`src/rtl/meq_pkg.sv`:
```
package meq_pkg;

	typedef logic [127:0] q128_t;

	// Escape threshold on the upper word of the sum of squares (4.0 in Q4.124).
	localparam logic [63:0] EscapeHi = 64'h4000_0000_0000_0000;

	// Partial-product order for the 4x4 limb multiply, grouped by column.
	// Each entry is {column_end, i[1:0], j[1:0]}.
	localparam logic [4:0] MulSeq [16] = '{
		5'b1_00_00,
		5'b0_00_01, 5'b1_01_00,
		5'b0_00_10, 5'b0_01_01, 5'b1_10_00,
		5'b0_00_11, 5'b0_01_10, 5'b0_10_01, 5'b1_11_00,
		5'b0_01_11, 5'b0_10_10, 5'b1_11_01,
		5'b0_10_11, 5'b1_11_10,
		5'b1_11_11
	};

	function automatic q128_t neg128(input q128_t a);
		return ~a + 128'd1;
	endfunction

endpackage

```
`src/rtl/meq_mul.sv`:
```
module meq_mul (
	input  logic                 clk,
	input  logic                 arst_n,
	input  logic                 start,
	input  meq_pkg::q128_t       a,
	input  meq_pkg::q128_t       b,
	output logic                 done,
	output meq_pkg::q128_t       product
);

	logic [127:0] x_q, y_q;
	logic [3:0]   n_q;
	logic         run_q;
	logic [63:0]  p_s1;
	logic         end_s1, vld_s1, last_s1;
	logic         fin_q, done_q;
	logic [71:0]  acc_q;
	logic [255:0] prod_q;
	logic [4:0]   seq;
	logic [31:0]  xl, yl;
	logic [71:0]  sum;

	assign seq = meq_pkg::MulSeq[n_q];
	assign xl  = x_q[32*seq[3:2] +: 32];
	assign yl  = y_q[32*seq[1:0] +: 32];
	assign sum = acc_q + {8'd0, p_s1};

	always_ff @(posedge clk or negedge arst_n) begin
		if (!arst_n) begin
			run_q   <= 1'b0;
			n_q     <= '0;
			vld_s1  <= 1'b0;
			fin_q   <= 1'b0;
			done_q  <= 1'b0;
		end else begin
			done_q <= fin_q;
			fin_q  <= vld_s1 && last_s1;
			vld_s1 <= run_q;
			if (start) begin
				run_q <= 1'b1;
				n_q   <= '0;
			end else if (run_q) begin
				n_q <= n_q + 4'd1;
				if (n_q == 4'd15) begin
					run_q <= 1'b0;
				end
			end
		end
	end

	always_ff @(posedge clk) begin
		if (start) begin
			x_q   <= a;
			y_q   <= b;
			acc_q <= '0;
		end else begin
			if (vld_s1) begin
				if (end_s1) begin
					prod_q <= {sum[31:0], prod_q[255:32]};
					acc_q  <= {32'd0, sum[71:32]};
				end else begin
					acc_q <= sum;
				end
			end
			if (fin_q) begin
				prod_q <= {acc_q[31:0], prod_q[255:32]};
			end
		end
		p_s1    <= {32'd0, xl} * {32'd0, yl};
		end_s1  <= seq[4];
		last_s1 <= (n_q == 4'd15);
	end

	assign done    = done_q;
	assign product = prod_q[251:124];

endmodule

```
`config.mk`:
```
export PLATFORM = sky130hd
export DESIGN_NAME = meq_mul
export DESIGN_NICKNAME = d
export VERILOG_FILES = /design/src/rtl/meq_pkg.sv /design/src/rtl/meq_mul.sv
export SDC_FILE = /design/constraint.sdc
export NUM_CORES = 2
export LEC_CHECK = 0
export ABC_AREA = 1
export BUFFER_PORTS_ARGS = -buffer_cell sky130_fd_sc_hd__buf_2
export CAP_MARGIN = 10
export CORE_ASPECT_RATIO = 1.2
export CORE_MARGIN = 2
export CORE_UTILIZATION = 50
export DETAILED_ROUTE_END_ITERATION = 12
export PLACE_DENSITY_LB_ADDON = 0.1
export SYNTH_ARGS = -nofsm -noshare
export SYNTH_HDL_FRONTEND = slang
export SYNTH_SLANG_ARGS = --single-unit
```
`constraint.sdc`:
```
create_clock -name clk -period 11.46 [get_ports clk]
set_input_delay 0.573 -clock clk [delete_from_list [all_inputs] [get_ports clk]]
set_output_delay 0.573 -clock clk [all_outputs]
set_load 0.02 [all_outputs]
```
# Word-level counts from Yosys, hierarchy flattened
# Memory sizes are Yosys's and may differ from the RTL's.
# Cells that the tools add are included.
# word_totals
reg_bits	658
latch_bits	0
ramBits	0
rom_bits	80
elab_cells	38
mem_count	1
# classes
add_sub_neg	2
n_mul	1
div_mod_pow	0
magnitude_cmp	1
n_eq_ne	1
n_shift	2
n_mux	11
bitwise_logic	2
reduce_logical	5
# memory_table
memory	depth	width	rd	rd_ports_with_merged_regs	write_ports	line	rtl
(name not given)	16	5	1	0	0	meq_mul.sv:23	assign seq = meq_pkg::MulSeq[n_q];
# ops
cell	n
$mux 256	3
$shiftx 128x8->32	2
$add 72x64->72	1
$mux 72	1
$mul 32x32->64	1
$mux 5	2
$mux 4	2
$reduce_bool 2->1	3
$ge 5x5->1 const B	1
$not 4->5	1
$add 4x1->4 const B	1
$eq 4x4->1 const B	1
$mux 1	3
$reduce_and 3->1	1
$logic_and 1x1->1	1
$not 1->1	1

# Depth between registers and ports, before layout
# depth
word_depth	6
mapped_depth	44

# Worst setup path after synthesis
# Ideal clock, no wire load.
# synth_path
path_type	input to register
from	input start
to	register prod_q[124] (enable)
setup_time_ns	0.667
arrival_time_ns	7.339
path_slack_ns	3.453
cell_stages	3
path_buffers	2
path_cell_list	clkbuf_1 -> clkbuf_1 -> a21oi_1
# synth_via
elab_chain_cells	2
# synth_rtl
element	line	rtl
start, declared	meq_mul.sv:4	input logic start,
$not 1->1 (no source line)	--	
$reduce_and 3->1 (no source line)	--	
end signal, assigned	meq_mul.sv:59	prod_q <= {sum[31:0], prod_q[255:32]};
end signal, assigned	meq_mul.sv:66	prod_q <= {acc_q[31:0], prod_q[255:32]};
end, declared	meq_mul.sv:18	logic [255:0] prod_q;
# Every way passes these cells.
# A chain may end at the register's enable or synchronous reset.

# Worst setup path in the final report
# layout_path
from	register n_q[1]
to	register p_s1[54]
# layout_via
elab_chain_cells	6
# layout_rtl
element	line	rtl
start, declared	meq_mul.sv:12	logic [3:0] n_q;
start signal, assigned	meq_mul.sv:43	n_q <= n_q + 4'd1;
$not 4->5 (not written as such) (*)	meq_mul.sv:23	
$mem_v2 16x5 (*)	--	
$mux 5 (not written as such) (*) (2 in series)	meq_mul.sv:23	
$shiftx 128x8->32, on equally long branches	meq_mul.sv:24, meq_mul.sv:25	
$mul 32x32->64 (*)	meq_mul.sv:69	p_s1 <= {32'd0, xl} * {32'd0, yl};
end signal, assigned	meq_mul.sv:69	
end, declared	meq_mul.sv:14	logic [63:0] p_s1;
# Mark *: on every way between the ends. The rest lies on a longest branch, timed or not. The select of a mux whose other input is x is not followed.

==> impl_metrics.json <==
{
  "root_buffer": "clkbuf_16",
  "critPathBufInv": 8,
  "fin_area_um2": 63900,
  "synth_compound_area_frac": 0.0555,
  "setup-violations-final": 0,
  "outcome": "finished, final reports clean",
  "areaGrowthSynthToFinish_pct": 7.91,
  "worst_setup_path_start_kind": "flip-flop",
  "insertion_delay_ps": 700,
  "cap_viol_max_count": 0,
  "grt_pass1_wl_mm": 303,
  "ant_nets": 0,
  "whs_ps": 64.1,
  "max-clock-path-buffers": 3,
  "hold_depth": 1,
  "synthFlopType": "edfxtp_1",
  "nNetsFinal": 8585,
  "avgRoutedWirePerCell_um": 23.3,
  "layout-drive-gt1-share": 0.105,
  "worstSetupPathDepth": 32,
  "fin_crit_ps": 10400,
  "fmax_mhz": 96.1,
  "first_pass_iters": 6,
  "numCtsBuffers": 57,
  "synthTopCellsByArea": "fa_1, edfxtp_1, inv_1",
  "hpwl_mm": 163,
  "slew_viol_final": 0,
  "synthAdderAreaFrac": 0.373,
  "synth_top_family_by_area": "adder cells",
  "crit_top_cell": "fa_1",
  "yosys.area.top_type_share": 0.303,
  "synth_area_um2": 59200,
  "worstSetupPathType": "flip-flop to flip-flop",
  "synth_edf_count": 388,
  "critical_path_required_ps": 12080,
  "synth.avg_cell_area_um2": 8.58,
  "cts_max_level": 2,
  "clkSinkCount": 534,
  "async_flop_share": 0.0150,
  "critPathMaxFanout": 51,
  "die_area_um2": 121000,
  "synthesis.instances": 6902,
  "rows": 138,
  "grt_pass1_vias": 50000,
  "worst_pin_slew_ps": 1330,
  "io_pins": 388,
  "syn-num-nets": 8391,
  "hold_violations": 0,
  "period_share": 0.908,
  "path_clk_slew_ps": 60,
  "final.setup.tns_ps": 0,
  "io_buffers": 387,
  "crit_slowest_cell": "a32oi_4",
  "skew_ps": 45.0,
  "drt-total-wl_mm": 202,
  "grt_usage": 0.338,
  "core_area_um2": 118000,
  "cp.arrival_ps": 11020,
  "cp_top_family": "adder cells",
  "routed_via_density": 5.37,
  "start_util": 0.503,
  "cts_tree": "built",
  "overflow": 0,
  "post_dp_cell_area_um2": 61900,
  "postCtsResizedCells": 0,
  "critical_path.max_stage_delay_ps": 910,
  "crit_path_end_kind": "flip-flop",
  "globalplace.congestion": 0.993,
  "synth_mux_area_frac": 0,
  "yosys_warnings": 0,
  "yosysSeqAreaShare": 0.247,
  "die_x_um": 318,
  "drtIter0Drc": 3410,
  "grt_max_degree": 84,
  "vias": 46700,
  "synth.distinct_cells": 45,
  "hold_class": "primary input to flip-flop",
  "synth.largest_area_cell": "fa_1",
  "synth_seq_cells": 534,
  "drc": 0,
  "die_h_um": 381,
  "grt_antenna_before_repair": 6,
  "rsz0062_at_grt": "false",
  "yosys.area_share.xor_xnor": 0.0102,
  "rr_worst_depth": 32,
  "slew_headroom": 0.110,
  "synth-simple-area-share": 0.185
}
==> cell usage after synthesis, types with 20 or more instances <==
library cell / number
nor2_1: 1022
o21ai_0: 132
edfxtp_1: 388
nand2_1: 1369
fa_1: 897
nand3_1: 199
xnor2_1: 29
a32oi_1: 21
a31oi_1: 23
xor2_1: 40
nor3_1: 27
nand4_1: 22
buf_4: 149
clkbuf_1: 43
or2_0: 20
buf_2: 148
dfxtp_1: 138
or2_2: 55
ha_1: 333
a21oi_1: 233
inv_1: 1419
inv_2: 45
a32oi_2: 32
==> placed cells by master (no fill, tap or decap), types with 27 or more instances in the layout <==
cell type	Yosys	layout
fa_1	897	897
xnor2_1	29	29
dfxtp_1	138	138
edfxtp_1	388	388
buf_4	149	103
inv_1	1419	1418
nand3_1	199	199
ha_1	333	333
or2_2	55	55
buf_2	148	386
inv_2	45	45
clkbuf_16	0	58
nor3_1	27	27
a32oi_2	32	45
nand2_1	1369	1367
o21ai_0	132	132
a21oi_1	233	232
xor2_1	40	40
nor2_1	1022	1021
==> per-stage QoR <==
stage,std cells,worst slack (ps),utilization
global route,8685,580,0.543
detailed placement,8576,1080,0.526
CTS,8684,1110,0.543
floorplan,6902,3450,-
finish,8685,1060,0.543
global placement,8576,1170,0.526
==> worst register-to-register path: cells and delay by family (launching register included) <==
kind / cells / cell delay [ps]
buffers and inverters: 8 / 1670
and+or+nand+nor: 11 / 2590
DFF: 1 / 470
adders and majority gates: 10 / 4460
AOI/OAI and AO/OA: 3 / 1190
==> area by class of cell <==
class	instances	area [µm²]
multi-input cells	4543	37100
clock buffers	65	1490
flip-flops and latches	534	14600
diodes	1	2.50
inverters	1469	5520
well taps	1540	1930
clock inverters	42	528
repair buffers	491	2730
fillers	11100	53800
==> cell families (layout without fill, tap and decap cells) <==
family,Yosys count,count (layout)
AND/OR/NAND/NOR,2753,2753
flip-flops,534,534
XOR/XNOR,69,69
adder cells (fa/ha/maj),1230,1230
other,0,1
buffers and inverters,1825,2067
AO/OA/AOI/OAI,491,491
==> sequential cells by signal (all words and copies together), names as in the netlist, 4 cells and up <==
register	count
acc_q	72
n_q	4
p_s1	64
prod_q	132
x_q	128
y_q	128
==> metal layers <==
layer	global-route usage	up-vias	wire [µm]
li1	-	21100	-
met2	0.587	2027	98400
met4	0.202	6	14700
met1	0.385	23000	73000
met5	0	-	39
met3	0.0649	559	16000
==> worst paths after layout <==
path / from / to / slack (ps)
max: n_q[1] / p_s1[54] / 1060
min: b[58] / y_q[58] / 60
max reg2reg: n_q[1] / p_s1[54] / 1060
min reg2reg: last_s1 / fin_q / 420
max in group asynchronous: arst_n / n_q[3] / 10880
min in group asynchronous: arst_n / done / 320
==> what timing repair did <==
item / in CTS / in global routing
setup buffers: 0 / 0
hold buffers: 1 / 0
endpoints found under the hold margin: 8 / 0
Power is left out: the tool's default activity adds up to more than one toggle a clock period on the data nets, which glitch-free logic cannot reach.
